===== config.mk =====
export PLATFORM = sky130hd
export DESIGN_NAME = midi_chord_note_expander_unit_flat
export DESIGN_NICKNAME = d
export VERILOG_FILES = /design/src/sv/mcne_pkg.sv /design/src/sv/mcne_in_if.sv /design/src/sv/mcne_out_if.sv /design/src/sv/mcne_ram.sv /design/src/sv/mcne_mul.sv /design/src/sv/midi_chord_note_expander_unit.sv /design/src/flat_wrapper.sv
export SDC_FILE = /design/constraint.sdc
export NUM_CORES = 2
export LEC_CHECK = 0
export BUFFER_PORTS_ARGS = -buffer_cell sky130_fd_sc_hd__buf_2
export CORE_MARGIN = 3
export CORE_UTILIZATION = 58
export CTS_BUF_LIST = sky130_fd_sc_hd__clkbuf_2 sky130_fd_sc_hd__clkbuf_4 sky130_fd_sc_hd__clkbuf_8
export DETAILED_ROUTE_END_ITERATION = 7
export PLACE_DENSITY = 0.8
export SYNTH_ARGS = -nofsm -noshare
export SYNTH_HDL_FRONTEND = slang
export SYNTH_SLANG_ARGS = --single-unit

===== constraint.sdc =====
create_clock -name clk -period 6.2 [get_ports clk]
set_input_delay 0.31 -clock clk [delete_from_list [all_inputs] [get_ports clk]]
set_output_delay 0.31 -clock clk [all_outputs]
set_load 0.02 [all_outputs]

===== src/sv/mcne_pkg.sv =====
`timescale 1ns / 1ps
package mcne_pkg;

  localparam logic [7:0] ST_NOTE_MASK  = 8'hE0;
  localparam logic [7:0] ST_NOTE_EVENT = 8'h80;
  localparam logic       ACT_MIDI      = 1'b0;
  localparam logic       ACT_TABLE     = 1'b1;

  localparam int PITCH_CLASSES = 12;
  localparam logic [6:0] VEL_MAX  = 7'd127;
  localparam logic [7:0] NOTE_MAX = 8'd127;
  localparam logic [7:0] UNITY    = 8'd128;

  localparam int OFS_W  = 6;
  localparam int GAIN_W = 9;
  localparam int PROD_W = 17;   // gain * velocity
  localparam int MUL_W  = 25;   // (gain * velocity) * wet

  localparam logic signed [9:0] OFS_HI   = 10'sd24;
  localparam logic signed [9:0] OFS_LO   = -10'sd24;
  localparam logic signed [9:0] GAIN_HI  = 10'sd256;
  localparam logic [GAIN_W-1:0] GAIN_UNITY = 9'd128;

  typedef logic signed [OFS_W-1:0] ofs_t;
  typedef logic [GAIN_W-1:0]       gain_t;

  // note mod 12 via reciprocal multiply, exact for any 8-bit note
  function automatic logic [3:0] pitch_class(input logic [7:0] note);
    logic [15:0] p;
    logic [4:0]  q;
    logic [7:0]  r;
    p = 16'(note) * 16'd171;
    q = p[15:11];
    r = note - 8'(q * 8'd12);
    return r[3:0];
  endfunction

  function automatic ofs_t clamp_ofs(input logic signed [9:0] v);
    logic signed [9:0] c;
    c = v;
    if (c > OFS_HI) c = OFS_HI;
    if (c < OFS_LO) c = OFS_LO;
    return c[OFS_W-1:0];
  endfunction

  function automatic gain_t clamp_gain(input logic signed [9:0] v);
    logic signed [9:0] c;
    c = v;
    if (c < 10'sd0) c = 10'sd0;
    if (c > GAIN_HI) c = GAIN_HI;
    return c[GAIN_W-1:0];
  endfunction

endpackage


===== src/sv/mcne_in_if.sv =====
`timescale 1ns / 1ps
interface mcne_in_if;
  logic              valid;
  logic              ready;
  logic              action;
  logic [15:0]       frame;
  logic [2:0]        byte_count;
  logic [7:0]        status;
  logic [7:0]        data_one;
  logic [7:0]        data_two;
  logic [7:0]        data_three;
  logic [6:0]        entry_index;
  logic signed [9:0] table_value;

  modport source (
    output valid, action, frame, byte_count, status, data_one, data_two,
           data_three, entry_index, table_value,
    input  ready
  );
  modport sink (
    input  valid, action, frame, byte_count, status, data_one, data_two,
           data_three, entry_index, table_value,
    output ready
  );
endinterface


===== src/sv/mcne_out_if.sv =====
`timescale 1ns / 1ps
interface mcne_out_if;
  logic        valid;
  logic        ready;
  logic [15:0] out_frame;
  logic [2:0]  out_byte_count;
  logic [7:0]  out_status;
  logic [7:0]  out_data_one;
  logic [7:0]  out_data_two;
  logic [7:0]  out_data_three;
  logic        last;

  modport source (
    output valid, out_frame, out_byte_count, out_status, out_data_one,
           out_data_two, out_data_three, last,
    input  ready
  );
  modport sink (
    input  valid, out_frame, out_byte_count, out_status, out_data_one,
           out_data_two, out_data_three, last,
    output ready
  );
endinterface


===== src/sv/mcne_ram.sv =====
`timescale 1ns / 1ps
module mcne_ram #(
  parameter int WIDTH = 8,
  parameter int DEPTH = 48
) (
  input  logic                     clk,
  input  logic                     we,
  input  logic [$clog2(DEPTH)-1:0] waddr,
  input  logic [WIDTH-1:0]         wdata,
  input  logic [$clog2(DEPTH)-1:0] raddr,
  output logic [WIDTH-1:0]         rdata
);
  logic [WIDTH-1:0] mem [DEPTH];

  always_ff @(posedge clk) begin
    if (we) begin
      mem[waddr] <= wdata;
    end
    rdata <= mem[raddr];
  end
endmodule


===== src/sv/mcne_mul.sv =====
`timescale 1ns / 1ps
module mcne_mul (
  input  logic                         clk,
  input  logic                         en,
  input  logic [mcne_pkg::PROD_W-1:0] a,
  input  logic [7:0]                   b,
  output logic [mcne_pkg::MUL_W-1:0]  p
);
  import mcne_pkg::*;

  always_ff @(posedge clk) begin
    if (en) begin
      p <= MUL_W'(a) * MUL_W'(b);
    end
  end
endmodule


===== src/sv/midi_chord_note_expander_unit.sv =====
`timescale 1ns / 1ps
// MIDI chord note expander.
// in_chan takes one item per valid/ready handshake: a MIDI event or a table
// entry write. out_chan gives result items, last marks the final one of an
// input item. cfg_wr_en/cfg_wr_data write the wet level (Q1.7).
// Steps, with the receiver always ready:
//   table write   : taken while idle, no result.
//   other events  : one result, passed from S_PASS into the output register.
//   note events   : each kept voice is a table read plus two passes through
//                   the one shared multiplier (gain*velocity, then *wet, the
//                   root *unity) and an emit step, a dropped or skipped voice
//                   only the read and its check. A result goes out once the
//                   following kept voice is known, the final one at the end.
// in_chan.ready is high only between items. A stalled receiver holds the
// output register; the sequencer waits whenever it has a new result to hand
// over and the register is still full.
// Reset clears the wet level to unity and marks every table entry unwritten,
// so offsets read as 0 and gains as unity until written; no clearing pass.
module midi_chord_note_expander_unit #(
  parameter int VOICES = 4
) (
  input  logic       clk,
  input  logic       rst_n,
  mcne_in_if.sink    in_chan,
  mcne_out_if.source out_chan,
  input  logic       cfg_wr_en,
  input  logic [7:0] cfg_wr_data
);
  import mcne_pkg::*;

  localparam int DEPTH = PITCH_CLASSES * VOICES;
  localparam int AW    = $clog2(DEPTH);
  localparam int VW    = (VOICES > 1) ? $clog2(VOICES) : 1;
  localparam logic [7:0] OFS_END  = 8'(DEPTH);
  localparam logic [7:0] GAIN_END = 8'(2 * DEPTH);
  localparam logic [VW-1:0] LAST_VOICE = VW'(VOICES - 1);

  localparam logic [2:0] S_IDLE = 3'd0;
  localparam logic [2:0] S_PASS = 3'd1;
  localparam logic [2:0] S_RD   = 3'd2;
  localparam logic [2:0] S_MUL1 = 3'd3;
  localparam logic [2:0] S_MUL2 = 3'd4;
  localparam logic [2:0] S_EMIT = 3'd5;
  localparam logic [2:0] S_FIN  = 3'd6;

  logic [2:0]    state_r, state_nxt;
  logic [7:0]    wet_r;
  logic [15:0]   frame_r, frame_nxt;
  logic [2:0]    count_r, count_nxt;
  logic [7:0]    status_r, status_nxt;
  logic [7:0]    d1_r, d1_nxt;
  logic [7:0]    d2_r, d2_nxt;
  logic [7:0]    d3_r, d3_nxt;
  logic [AW-1:0] base_r, base_nxt;
  logic [VW-1:0] voice_r, voice_nxt;
  ofs_t          root_ofs_r, root_ofs_nxt;
  logic [6:0]    note_r, note_nxt;
  logic          pend_vld_r, pend_vld_nxt;
  logic [6:0]    pend_note_r, pend_note_nxt;
  logic [6:0]    pend_vel_r, pend_vel_nxt;
  logic          out_vld_r, out_vld_nxt;
  logic [15:0]   o_frame_r, o_frame_nxt;
  logic [2:0]    o_count_r, o_count_nxt;
  logic [7:0]    o_status_r, o_status_nxt;
  logic [7:0]    o_d1_r, o_d1_nxt;
  logic [7:0]    o_d2_r, o_d2_nxt;
  logic [7:0]    o_d3_r, o_d3_nxt;
  logic          o_last_r, o_last_nxt;
  logic [DEPTH-1:0] ofs_vld_r, gain_vld_r;

  logic          accept, out_free, is_note, last_voice;
  logic [7:0]    idx8, gain_idx;
  logic          ofs_we, gain_we;
  logic [AW-1:0] raddr;
  ofs_t          ofs_q, ofs_cur;
  gain_t         gain_q, gain_cur;
  logic signed [9:0] note_sum;
  logic          drop;
  logic [7:0]    wet_eff;
  logic          mul_en;
  logic [PROD_W-1:0] mul_a;
  logic [7:0]    mul_b;
  logic [MUL_W-1:0]  mul_p;
  logic [6:0]    vel;

  assign accept   = in_chan.valid && in_chan.ready;
  assign out_free = !out_vld_r || out_chan.ready;
  assign is_note  = (in_chan.byte_count > 3'd2) &&
                    ((in_chan.status & ST_NOTE_MASK) == ST_NOTE_EVENT);
  assign last_voice = (voice_r == LAST_VOICE);

  // table writes
  assign idx8     = {1'b0, in_chan.entry_index};
  assign gain_idx = idx8 - OFS_END;
  assign ofs_we   = accept && (in_chan.action == ACT_TABLE) && (idx8 < OFS_END);
  assign gain_we  = accept && (in_chan.action == ACT_TABLE) &&
                    (idx8 >= OFS_END) && (idx8 < GAIN_END);

  assign raddr = AW'(base_r + AW'(voice_r));

  mcne_ram #(.WIDTH(OFS_W), .DEPTH(DEPTH)) u_ofs_ram (
    .clk   (clk),
    .we    (ofs_we),
    .waddr (AW'(idx8)),
    .wdata (clamp_ofs(in_chan.table_value)),
    .raddr (raddr),
    .rdata (ofs_q)
  );

  mcne_ram #(.WIDTH(GAIN_W), .DEPTH(DEPTH)) u_gain_ram (
    .clk   (clk),
    .we    (gain_we),
    .waddr (AW'(gain_idx)),
    .wdata (clamp_gain(in_chan.table_value)),
    .raddr (raddr),
    .rdata (gain_q)
  );

  // unwritten entries read as their reset values
  assign ofs_cur  = ofs_vld_r[raddr]  ? ofs_q  : '0;
  assign gain_cur = gain_vld_r[raddr] ? gain_q : GAIN_UNITY;

  assign note_sum = $signed({2'b00, d1_r}) + {{(10-OFS_W){ofs_cur[OFS_W-1]}}, ofs_cur};
  assign drop = ((voice_r != '0) && (ofs_cur == root_ofs_r)) ||
                (note_sum < 10'sd0) || (note_sum > $signed({2'b00, NOTE_MAX}));

  assign wet_eff = (wet_r > UNITY) ? UNITY : wet_r;

  // shared multiplier: gain*vel in MUL1, then product*wet (root: *128) in MUL2
  assign mul_en = (state_r == S_MUL1) || (state_r == S_MUL2);
  assign mul_a  = (state_r == S_MUL1) ? PROD_W'(gain_cur) : mul_p[PROD_W-1:0];
  assign mul_b  = (state_r == S_MUL1) ? d2_r : ((voice_r == '0) ? UNITY : wet_eff);

  mcne_mul u_mul (
    .clk (clk),
    .en  (mul_en),
    .a   (mul_a),
    .b   (mul_b),
    .p   (mul_p)
  );

  assign vel = (|mul_p[MUL_W-1:21]) ? VEL_MAX : mul_p[20:14];

  always_comb begin
    state_nxt     = state_r;
    frame_nxt     = frame_r;
    count_nxt     = count_r;
    status_nxt    = status_r;
    d1_nxt        = d1_r;
    d2_nxt        = d2_r;
    d3_nxt        = d3_r;
    base_nxt      = base_r;
    voice_nxt     = voice_r;
    root_ofs_nxt  = root_ofs_r;
    note_nxt      = note_r;
    pend_vld_nxt  = pend_vld_r;
    pend_note_nxt = pend_note_r;
    pend_vel_nxt  = pend_vel_r;
    out_vld_nxt   = out_vld_r && !out_chan.ready;
    o_frame_nxt   = o_frame_r;
    o_count_nxt   = o_count_r;
    o_status_nxt  = o_status_r;
    o_d1_nxt      = o_d1_r;
    o_d2_nxt      = o_d2_r;
    o_d3_nxt      = o_d3_r;
    o_last_nxt    = o_last_r;

    case (state_r)
      S_IDLE: begin
        if (accept) begin
          frame_nxt  = in_chan.frame;
          count_nxt  = in_chan.byte_count;
          status_nxt = in_chan.status;
          d1_nxt     = in_chan.data_one;
          d2_nxt     = in_chan.data_two;
          d3_nxt     = in_chan.data_three;
          if (in_chan.action == ACT_MIDI) begin
            if (is_note) begin
              base_nxt  = AW'(pitch_class(in_chan.data_one) * VOICES);
              voice_nxt = '0;
              state_nxt = S_RD;
            end else begin
              state_nxt = S_PASS;
            end
          end
        end
      end
      S_PASS: begin
        if (out_free) begin
          out_vld_nxt  = 1'b1;
          o_frame_nxt  = frame_r;
          o_count_nxt  = count_r;
          o_status_nxt = status_r;
          o_d1_nxt     = d1_r;
          o_d2_nxt     = d2_r;
          o_d3_nxt     = d3_r;
          o_last_nxt   = 1'b1;
          state_nxt    = S_IDLE;
        end
      end
      S_RD: begin
        state_nxt = S_MUL1;
      end
      S_MUL1: begin
        if (voice_r == '0) begin
          root_ofs_nxt = ofs_cur;
        end
        if (drop) begin
          if (last_voice) begin
            state_nxt = S_FIN;
          end else begin
            voice_nxt = voice_r + 1'b1;
            state_nxt = S_RD;
          end
        end else begin
          note_nxt  = note_sum[6:0];
          state_nxt = S_MUL2;
        end
      end
      S_MUL2: begin
        state_nxt = S_EMIT;
      end
      S_EMIT: begin
        // a held voice goes out only once a later kept voice exists
        if (!pend_vld_r || out_free) begin
          if (pend_vld_r) begin
            out_vld_nxt  = 1'b1;
            o_frame_nxt  = frame_r;
            o_count_nxt  = count_r;
            o_status_nxt = status_r;
            o_d1_nxt     = {1'b0, pend_note_r};
            o_d2_nxt     = {1'b0, pend_vel_r};
            o_d3_nxt     = d3_r;
            o_last_nxt   = 1'b0;
          end
          pend_vld_nxt  = 1'b1;
          pend_note_nxt = note_r;
          pend_vel_nxt  = vel;
          if (last_voice) begin
            state_nxt = S_FIN;
          end else begin
            voice_nxt = voice_r + 1'b1;
            state_nxt = S_RD;
          end
        end
      end
      S_FIN: begin
        if (!pend_vld_r) begin
          state_nxt = S_IDLE;
        end else if (out_free) begin
          out_vld_nxt  = 1'b1;
          o_frame_nxt  = frame_r;
          o_count_nxt  = count_r;
          o_status_nxt = status_r;
          o_d1_nxt     = {1'b0, pend_note_r};
          o_d2_nxt     = {1'b0, pend_vel_r};
          o_d3_nxt     = d3_r;
          o_last_nxt   = 1'b1;
          pend_vld_nxt = 1'b0;
          state_nxt    = S_IDLE;
        end
      end
      default: begin
        state_nxt = S_IDLE;
      end
    endcase
  end

  always_ff @(posedge clk) begin
    if (!rst_n) begin
      state_r    <= S_IDLE;
      wet_r      <= UNITY;
      pend_vld_r <= 1'b0;
      out_vld_r  <= 1'b0;
      ofs_vld_r  <= '0;
      gain_vld_r <= '0;
    end else begin
      state_r    <= state_nxt;
      pend_vld_r <= pend_vld_nxt;
      out_vld_r  <= out_vld_nxt;
      if (cfg_wr_en) begin
        wet_r <= cfg_wr_data;
      end
      if (ofs_we) begin
        ofs_vld_r[AW'(idx8)] <= 1'b1;
      end
      if (gain_we) begin
        gain_vld_r[AW'(gain_idx)] <= 1'b1;
      end
    end
  end

  always_ff @(posedge clk) begin
    frame_r     <= frame_nxt;
    count_r     <= count_nxt;
    status_r    <= status_nxt;
    d1_r        <= d1_nxt;
    d2_r        <= d2_nxt;
    d3_r        <= d3_nxt;
    base_r      <= base_nxt;
    voice_r     <= voice_nxt;
    root_ofs_r  <= root_ofs_nxt;
    note_r      <= note_nxt;
    pend_note_r <= pend_note_nxt;
    pend_vel_r  <= pend_vel_nxt;
    o_frame_r   <= o_frame_nxt;
    o_count_r   <= o_count_nxt;
    o_status_r  <= o_status_nxt;
    o_d1_r      <= o_d1_nxt;
    o_d2_r      <= o_d2_nxt;
    o_d3_r      <= o_d3_nxt;
    o_last_r    <= o_last_nxt;
  end

  assign in_chan.ready           = (state_r == S_IDLE);
  assign out_chan.valid          = out_vld_r;
  assign out_chan.out_frame      = o_frame_r;
  assign out_chan.out_byte_count = o_count_r;
  assign out_chan.out_status     = o_status_r;
  assign out_chan.out_data_one   = o_d1_r;
  assign out_chan.out_data_two   = o_d2_r;
  assign out_chan.out_data_three = o_d3_r;
  assign out_chan.last           = o_last_r;

  // no voice may be left behind when a new item can come in
  a_no_pend_idle: assert property (@(posedge clk) disable iff (!rst_n)
    in_chan.ready |-> !pend_vld_r)
    else $error("held voice still pending while ready");

  // a non-final result always has its successor held back
  a_last_follows: assert property (@(posedge clk) disable iff (!rst_n)
    (out_chan.valid && !out_chan.last) |-> pend_vld_r)
    else $error("non-final result without a following voice");

  a_mul_order: assert property (@(posedge clk) disable iff (!rst_n)
    (state_r == S_EMIT) |-> ($past(state_r) == S_MUL2 || $past(state_r) == S_EMIT))
    else $error("emit step reached without second multiply");

  // the voice counter is only set up for note events
  a_voice_bound: assert property (@(posedge clk) disable iff (!rst_n)
    (state_r != S_IDLE && state_r != S_PASS) |-> (voice_r <= LAST_VOICE))
    else $error("voice counter beyond last voice");

endmodule

===== src/flat_wrapper.sv =====
// flat-port wrapper written by rule: the top's interface ports become plain ports
module midi_chord_note_expander_unit_flat import mcne_pkg::*;
#(
  parameter int VOICES = 4
)
  (clk, rst_n, cfg_wr_en, cfg_wr_data, in_chan_valid, in_chan_action, in_chan_frame, in_chan_byte_count, in_chan_status, in_chan_data_one, in_chan_data_two, in_chan_data_three, in_chan_entry_index, in_chan_table_value, in_chan_ready, out_chan_valid, out_chan_out_frame, out_chan_out_byte_count, out_chan_out_status, out_chan_out_data_one, out_chan_out_data_two, out_chan_out_data_three, out_chan_last, out_chan_ready);
  mcne_in_if in_chan_i ();
  mcne_out_if out_chan_i ();
  input  logic clk;
  input  logic rst_n;
  input  logic cfg_wr_en;
  input  logic [7:0] cfg_wr_data;
  input wire logic [$bits(in_chan_i.valid)-1:0] in_chan_valid;
  input wire logic [$bits(in_chan_i.action)-1:0] in_chan_action;
  input wire logic [$bits(in_chan_i.frame)-1:0] in_chan_frame;
  input wire logic [$bits(in_chan_i.byte_count)-1:0] in_chan_byte_count;
  input wire logic [$bits(in_chan_i.status)-1:0] in_chan_status;
  input wire logic [$bits(in_chan_i.data_one)-1:0] in_chan_data_one;
  input wire logic [$bits(in_chan_i.data_two)-1:0] in_chan_data_two;
  input wire logic [$bits(in_chan_i.data_three)-1:0] in_chan_data_three;
  input wire logic [$bits(in_chan_i.entry_index)-1:0] in_chan_entry_index;
  input wire logic [$bits(in_chan_i.table_value)-1:0] in_chan_table_value;
  output wire logic [$bits(in_chan_i.ready)-1:0] in_chan_ready;
  output wire logic [$bits(out_chan_i.valid)-1:0] out_chan_valid;
  output wire logic [$bits(out_chan_i.out_frame)-1:0] out_chan_out_frame;
  output wire logic [$bits(out_chan_i.out_byte_count)-1:0] out_chan_out_byte_count;
  output wire logic [$bits(out_chan_i.out_status)-1:0] out_chan_out_status;
  output wire logic [$bits(out_chan_i.out_data_one)-1:0] out_chan_out_data_one;
  output wire logic [$bits(out_chan_i.out_data_two)-1:0] out_chan_out_data_two;
  output wire logic [$bits(out_chan_i.out_data_three)-1:0] out_chan_out_data_three;
  output wire logic [$bits(out_chan_i.last)-1:0] out_chan_last;
  input wire logic [$bits(out_chan_i.ready)-1:0] out_chan_ready;
  assign in_chan_i.valid = in_chan_valid;
  assign in_chan_i.action = in_chan_action;
  assign in_chan_i.frame = in_chan_frame;
  assign in_chan_i.byte_count = in_chan_byte_count;
  assign in_chan_i.status = in_chan_status;
  assign in_chan_i.data_one = in_chan_data_one;
  assign in_chan_i.data_two = in_chan_data_two;
  assign in_chan_i.data_three = in_chan_data_three;
  assign in_chan_i.entry_index = in_chan_entry_index;
  assign in_chan_i.table_value = in_chan_table_value;
  assign in_chan_ready = in_chan_i.ready;
  assign out_chan_valid = out_chan_i.valid;
  assign out_chan_out_frame = out_chan_i.out_frame;
  assign out_chan_out_byte_count = out_chan_i.out_byte_count;
  assign out_chan_out_status = out_chan_i.out_status;
  assign out_chan_out_data_one = out_chan_i.out_data_one;
  assign out_chan_out_data_two = out_chan_i.out_data_two;
  assign out_chan_out_data_three = out_chan_i.out_data_three;
  assign out_chan_last = out_chan_i.last;
  assign out_chan_i.ready = out_chan_ready;
  midi_chord_note_expander_unit #(.VOICES(VOICES)) u_core (.clk(clk), .rst_n(rst_n), .in_chan(in_chan_i), .out_chan(out_chan_i), .cfg_wr_en(cfg_wr_en), .cfg_wr_data(cfg_wr_data));
endmodule

* Word level (Yosys, flattened, before mapping)
Memories as Yosys holds them, arrays and structs flattened. A register that Yosys moved wholly into a read port is not among the register bits.
Cells that the tools add are included.
Widths: inputs -> output; s select.
** Operators by class
- $add $sub $neg :: 5
- $mul :: 3
- $lt $le $gt $ge :: 16
- Equality and inequality tests :: 18
- Mux-type cells :: 84
- Bitwise operators :: 4
- Reductions and logical operators :: 35
** Operator list (count)
- $mux 8 :: 21
- $or 48x48->48 :: 2
- $pmux 8 s3 :: 4
- $mux 16 :: 4
- $pmux 16 s3 :: 1
- $mux 3 :: 11
- $mul 17x8->25 :: 1
- $lt 6x7->1 const B :: 3
- $pmux 3 s7 :: 1
- $lt 10x1->1 const B :: 2
- $mux 10 :: 2
- $mux 1 :: 19
- $mux 9 :: 2
- $mux 17 :: 1
- $mul 8x8->16 const B :: 1
- $mux 2 :: 7
- $bmux 1 s6 :: 2
- $demux 1 s6 :: 2
- $eq 3x3->1 const B :: 4
- $ge 6x1->1 const B :: 2
- $mux 6 :: 2
- $ne 2x1->1 const B :: 6
- $reduce_and 6->1 :: 2
- $add 9x6->10 :: 1
- 35 further kinds :: 62
** Storage, ports and cells
- Bits in registers :: 270
- RAM bits :: 720
- Output and inout bits :: 54
- Word-level logic and storage cells :: 193
- Memories kept :: 2
** Memories
- u_core.u_gain_ram.mem :: depth 48, width 9, rd ports 1, clocked after Yosys merged registers in 1, wr ports 1, line mcne_ram.sv:13 : logic [WIDTH-1:0] mem [DEPTH];
- u_core.u_ofs_ram.mem :: depth 48, width 6, rd ports 1, clocked after Yosys merged registers in 1, wr ports 1, line mcne_ram.sv:13

* Logic depth before layout (Yosys ltp)
- Depth in word-level cells :: 10
- Gate-level depth with buffers :: 28
- Depth with buffers taken out :: 24

* Cells and area by module
From an unflattened synthesis, not the netlist that was laid out.
** Unflattened totals
- Cells, all modules :: 2969
- Area total of the unflattened synthesis :: 45373.5 um^2
** By module, submodules not included
- mcne_ram (u_core.u_gain_ram) :: times used 1, cells an instance 877, area each 17204.0 um^2, sequential area each 13152.6 um^2
- mcne_ram (u_core.u_ofs_ram) :: times used 1, cells an instance 615, area each 11755.0 um^2, sequential area each 8768.4 um^2
- midi_chord_note_expander_unit :: times used 1, cells an instance 962, area each 11345.9 um^2, sequential area each 6266.0 um^2
- mcne_mul :: times used 1, cells an instance 515, area each 5068.6 um^2, sequential area each 750.7 um^2

* Least setup slack after synthesis
OpenSTA, ideal clock, no wires.
- Kind :: register -> register
- From :: register u_core.voice_r[0]
- To :: register u_core.u_mul.p[23] in the netlist's numbering, data pin
- Arrival :: 6425 ps
- Required time :: 5937 ps
- Slack :: -488 ps
- Cell stages (with the launch flop) :: 25
- Buffers on the path :: 3
- Path through :: edfxtp_1 buf_6 buf_6 mux4_2 mux4_2 mux2i_1 o21ai_1 and2_1 buf_6 a22oi_4 nor2_1 fa_1 fa_1 fa_1 inv_1 fa_1 inv_1 ha_1 o21a_1 nor2_1 a211oi_1 or3_1 a311oi_1 mux2i_1 nand3_1
** Between the ends
- Cells in the longest elaborated chain, start to end :: 6
** Ends and longest elaborated chain
- start, declared :: line midi_chord_note_expander_unit.sv:55 : logic [VW-1:0] voice_r, voice_nxt;
- start signal, assigned :: line midi_chord_note_expander_unit.sv:301 : voice_r <= voice_nxt;
- $add 6x2->6 :: line midi_chord_note_expander_unit.sv:99 : assign raddr = AW'(base_r + AW'(voice_r));
- $bmux 1 s6 :: line midi_chord_note_expander_unit.sv:121 : assign gain_cur = gain_vld_r[raddr] ? gain_q : GAIN_UNITY;
- $mux 1 (implied by the code) :: line midi_chord_note_expander_unit.sv:121
- $mux 9 :: line midi_chord_note_expander_unit.sv:121
- $mux 17 :: line midi_chord_note_expander_unit.sv:131 : assign mul_a = (state_r == S_MUL1) ? PROD_W'(gain_cur) : mul_p[PROD_W-1:0];
- $mul 17x8->25 * :: line mcne_mul.sv:13 : p <= MUL_W'(a) * MUL_W'(b);
- end signal, assigned :: line mcne_mul.sv:13
- end, declared :: line mcne_mul.sv:7 : output logic [mcne_pkg::MUL_W-1:0] p
Mark *: on every way between the ends. The rest lies on a longest branch, timed or not. The select of a mux whose other input is x is not followed.
A chain may end at the register's enable or synchronous reset.

* Worst setup path in the final report
- From :: register u_core.voice_r[0]
- To :: register u_core.u_mul.p[20] in the netlist's numbering, data pin
Same word-level chain as after synthesis.

==> results.py <==
metrics = {
    "placed_design": {
        "dp_hpwl_mm": 65.6,
        "gp_congestion": 0.876,
        "pre_cts_ws_ps": -788,
        "place_area_um2": 46200,
        "port_buffers": 135,
    },
    "cells_and_area": {
        "syn_to_final_growth_pct": 15.8,
        "final_nets": 3185,
        "regArea_um2": 28900,
        "finish.utilization": 0.685,
        "multi_input_area_um2": 13900,
        "drive_gt1_frac": 0.297,
        "postLayoutCellArea_um2": 50500,
        "nFillCells": 4508,
    },
    "synthesis": {
        "synth_fp_nets": 2778,
        "ys_seq_area_frac": 0.664,
        "synth_flop_cell": "edfxtp_1",
        "synthCells": 2508,
        "synth_edf_count": 881,
        "synth-seq-cells": 1005,
        "syn_area_um2": 43600,
        "synth.distinct_cells": 70,
        "synth.area.top_cells": "edfxtp_1 (61%), mux4_2 (13%), dfxtp_1 (5.7%)",
        "synth_top_area_frac": 0.607,
        "yosysWarnings": 0,
        "synthArstFlopShare": 0,
        "avgSynthCellArea_um2": 17.4,
        "yosysTopAreaCell": "edfxtp_1",
    },
    "drt": {
        "totalWireLength_mm": 101,
        "viasPerCell": 6.10,
        "route.met2.wl_mm": 50.8,
        "drt_iter0_drc": 2520,
        "highest_layer": "met5",
        "route.detailed.drc": 0,
        "met3_wirelength_mm": 7.89,
        "wl_met1_mm": 39.0,
        "drt_first_pass_iters": 6,
        "wl_per_cell_um": 25.2,
        "vias": 24437,
        "drtAntennaViolNets": 0,
    },
    "global_routing": {
        "grt_pass1_wl_mm": 156,
        "grtUsageTotal": 0.266,
        "grt_pass1_vias": 25989,
        "grt_max_degree": 111,
        "antenna_found_initial": 5,
        "grt.overflow.total": 0,
    },
    "timing": {
        "holdWs_ps": 71.1,
        "clock_skew_ps": 43.1,
        "fmax_mhz": 150,
        "hold_viol_final": 0,
        "setup_violations": 12,
        "fin_crit_ps": 6670,
        "rsz0062_at_grt": "yes",
        "tightestPinTransition_ps": 1350,
        "finalMaxSlewViolations": 0,
        "relSlewSlack": 0.0983,
        "post-route-period-util": 1.08,
        "fin_ws_ps": -467,
    },
    "clocking": {
        "h-tree-depth": 4,
        "insertion_delay_ps": 820,
        "cts_buffers": 155,
        "cts.clk_slew.worst_paths_ps": 60,
        "cts_tree": "done",
        "clk_path_buf_depth": 3,
        "cts_root_buf": "clkbuf_8",
        "cts_sinks": 1005,
    },
    "run_status": {
        "failed_checks": "setup timing",
        "status": "complete, but fails checks",
    },
    "critical_path": {
        "crit_buf_inv": 7,
        "timing.critical_path.mode_cell": "inv_2",
        "crit_path_start_kind": "flip-flop",
        "slowest_stage": "fa_2",
        "cp.required_ps": 6750,
        "crit_path_max_incr_delay_ps": 520,
        "critical_path_arrival_ps": 7210,
        "critPathTopFamily": "adder cells",
        "worst_setup_path_end_kind": "flip-flop",
        "crit_type": "flip-flop to flip-flop",
        "worstPathMaxFanout": 8,
    },
    "floorplan": {
        "core_um2": 73700,
        "die_y_um": 280,
        "start_util": 0.591,
        "die_w_um": 280,
        "dieArea_um2": 78500,
        "placement_rows": 99,
        "pin_count": 136,
    },
    "power_and_ir_drop": {
        "p_leak_nw": 18.4,
        "ir_drop_uv": 260,
        "total_power_w": 0.0136,
        "p_per_area_nw_per_um2": 270,
    },
    "flow_run": {
        "maxCapViolCount": 0,
    },
    "worst_hold_path": {
        "hp-class": "input port to flip-flop",
    },
}
flip-flops by register name (all words and copies together) (netlist names), 8 cells and up:
signal	flops
u_core.wet_r	8
u_core.out_chan.out_frame	16
u_core.d2_r	8
u_core.out_chan.out_data_one	8
u_core.out_chan.out_status	8
u_core.u_mul.p	25
u_core.u_gain_ram.rdata	9
u_core.d3_r	8
u_core.ofs_vld_r	48
u_core.frame_r	16
u_core.status_r	8
u_core.out_chan.out_data_two	8
u_core.u_ofs_ram.mem	288
u_core.u_gain_ram.mem	432
u_core.d1_r	8
u_core.out_chan.out_data_three	8
u_core.gain_vld_r	48
metrics by stage:
stage | instances | TNS [ps]
6_report | 4006 | -3160
5_1_grt | 4003 | -4710
4_1_cts | 4005 | -2520
3_5_place_dp | 3633 | -6600
3_3_place_gp | 3633 | -5440
2_1_floorplan | 2508 | -727
cell usage after synthesis, drive strengths merged, types with 5 or more instances:
| master | number |
|---|---|
| ha | 86 |
| a22oi | 12 |
| clkbuf | 69 |
| nand4 | 14 |
| nor3 | 17 |
| nor4 | 5 |
| o22ai | 5 |
| nand3 | 17 |
| o21bai | 5 |
| buf | 43 |
| o21a | 100 |
| and3 | 8 |
| nor2b | 22 |
| mux2 | 14 |
| mux2i | 36 |
| a21oi | 31 |
| edfxtp | 881 |
| fa | 102 |
| or2 | 11 |
| nand2b | 10 |
| xor2 | 8 |
| dfxtp | 124 |
| mux4 | 251 |
| o21ai | 35 |
| nand3b | 7 |
| nand2 | 80 |
| or3 | 6 |
| xnor2 | 25 |
| a21boi | 7 |
| and2 | 30 |
| inv | 168 |
| nor2 | 221 |
| a21o | 9 |
worst min-delay path, cell delays in order:
cell and delay, ps:
buf_2 110, inv_1 50, o21ai_0 110, o2111a_1 150, o31a_1 100
final timing paths:
path | from | end | slack (ps) | cells after the start
min | in_chan_valid | u_core.state_r[1] | 70 | 5
max reg2reg | u_core.voice_r[0] | u_core.u_mul.p[20] | -470 | 26
max | u_core.voice_r[0] | u_core.u_mul.p[20] | -470 | 26
min reg2reg | u_core.frame_r[6] | u_core.out_chan.out_frame[6] | 410 | 0
cell type report:
cell class	count	share of cell area
clock inverter	62	0.00818
clock buffer	223	0.0535
timing repair buffer	362	0.0529
tap	959	0.0238
sequential	1005	0.573
inverter	168	0.0125
multi-input combinational	1223	0.276
antenna	4	0.000198
kinds of logic after synthesis:
family          count (synthesis)  synth area share
compound gates                234            0.0404
xor+xnor                       33           0.00663
fa+ha+maj                     188            0.0715
buf+inv                       280            0.0257
flops                        1005             0.664
mux                           301             0.142
simple gates                  467            0.0503
cells in the final DEF, fill, tap and decap left out, types with 78 or more instances in the layout:
cell,n
nor2_1,208
ha_1,78
inv_1,158
o21a_1,100
clkbuf_8,164
fa_1,96
edfxtp_1,881
nand2_1,79
mux4_2,251
buf_4,140
buf_2,134
dfxtp_1,124
repair_timing:
action	CTS	global route
endpoints found under the setup margin	14	23
buffers inserted	22	3
cloned	1	0
pin swaps	60	21
hold buffers	67	0
hold endpoints to repair	61	0
gates resized for setup	54	11
layer usage:
metal  up-vias  global-route usage
met5         -                   0
met4         6              0.0939
met3       239              0.0538
met2      1180               0.444
met1     12571               0.354
li1      10441                   -
where the power goes:
part | switching (W) | total (W) | internal [W]
Combinational | 0.000417 | 0.000689 | 0.000272
Clock | 0.00260 | 0.00551 | 0.00292
Sequential | 0.0000284 | 0.00743 | 0.00740
Total | 0.00304 | 0.0136 | 0.0106
(Power assumes the default switching activity.)
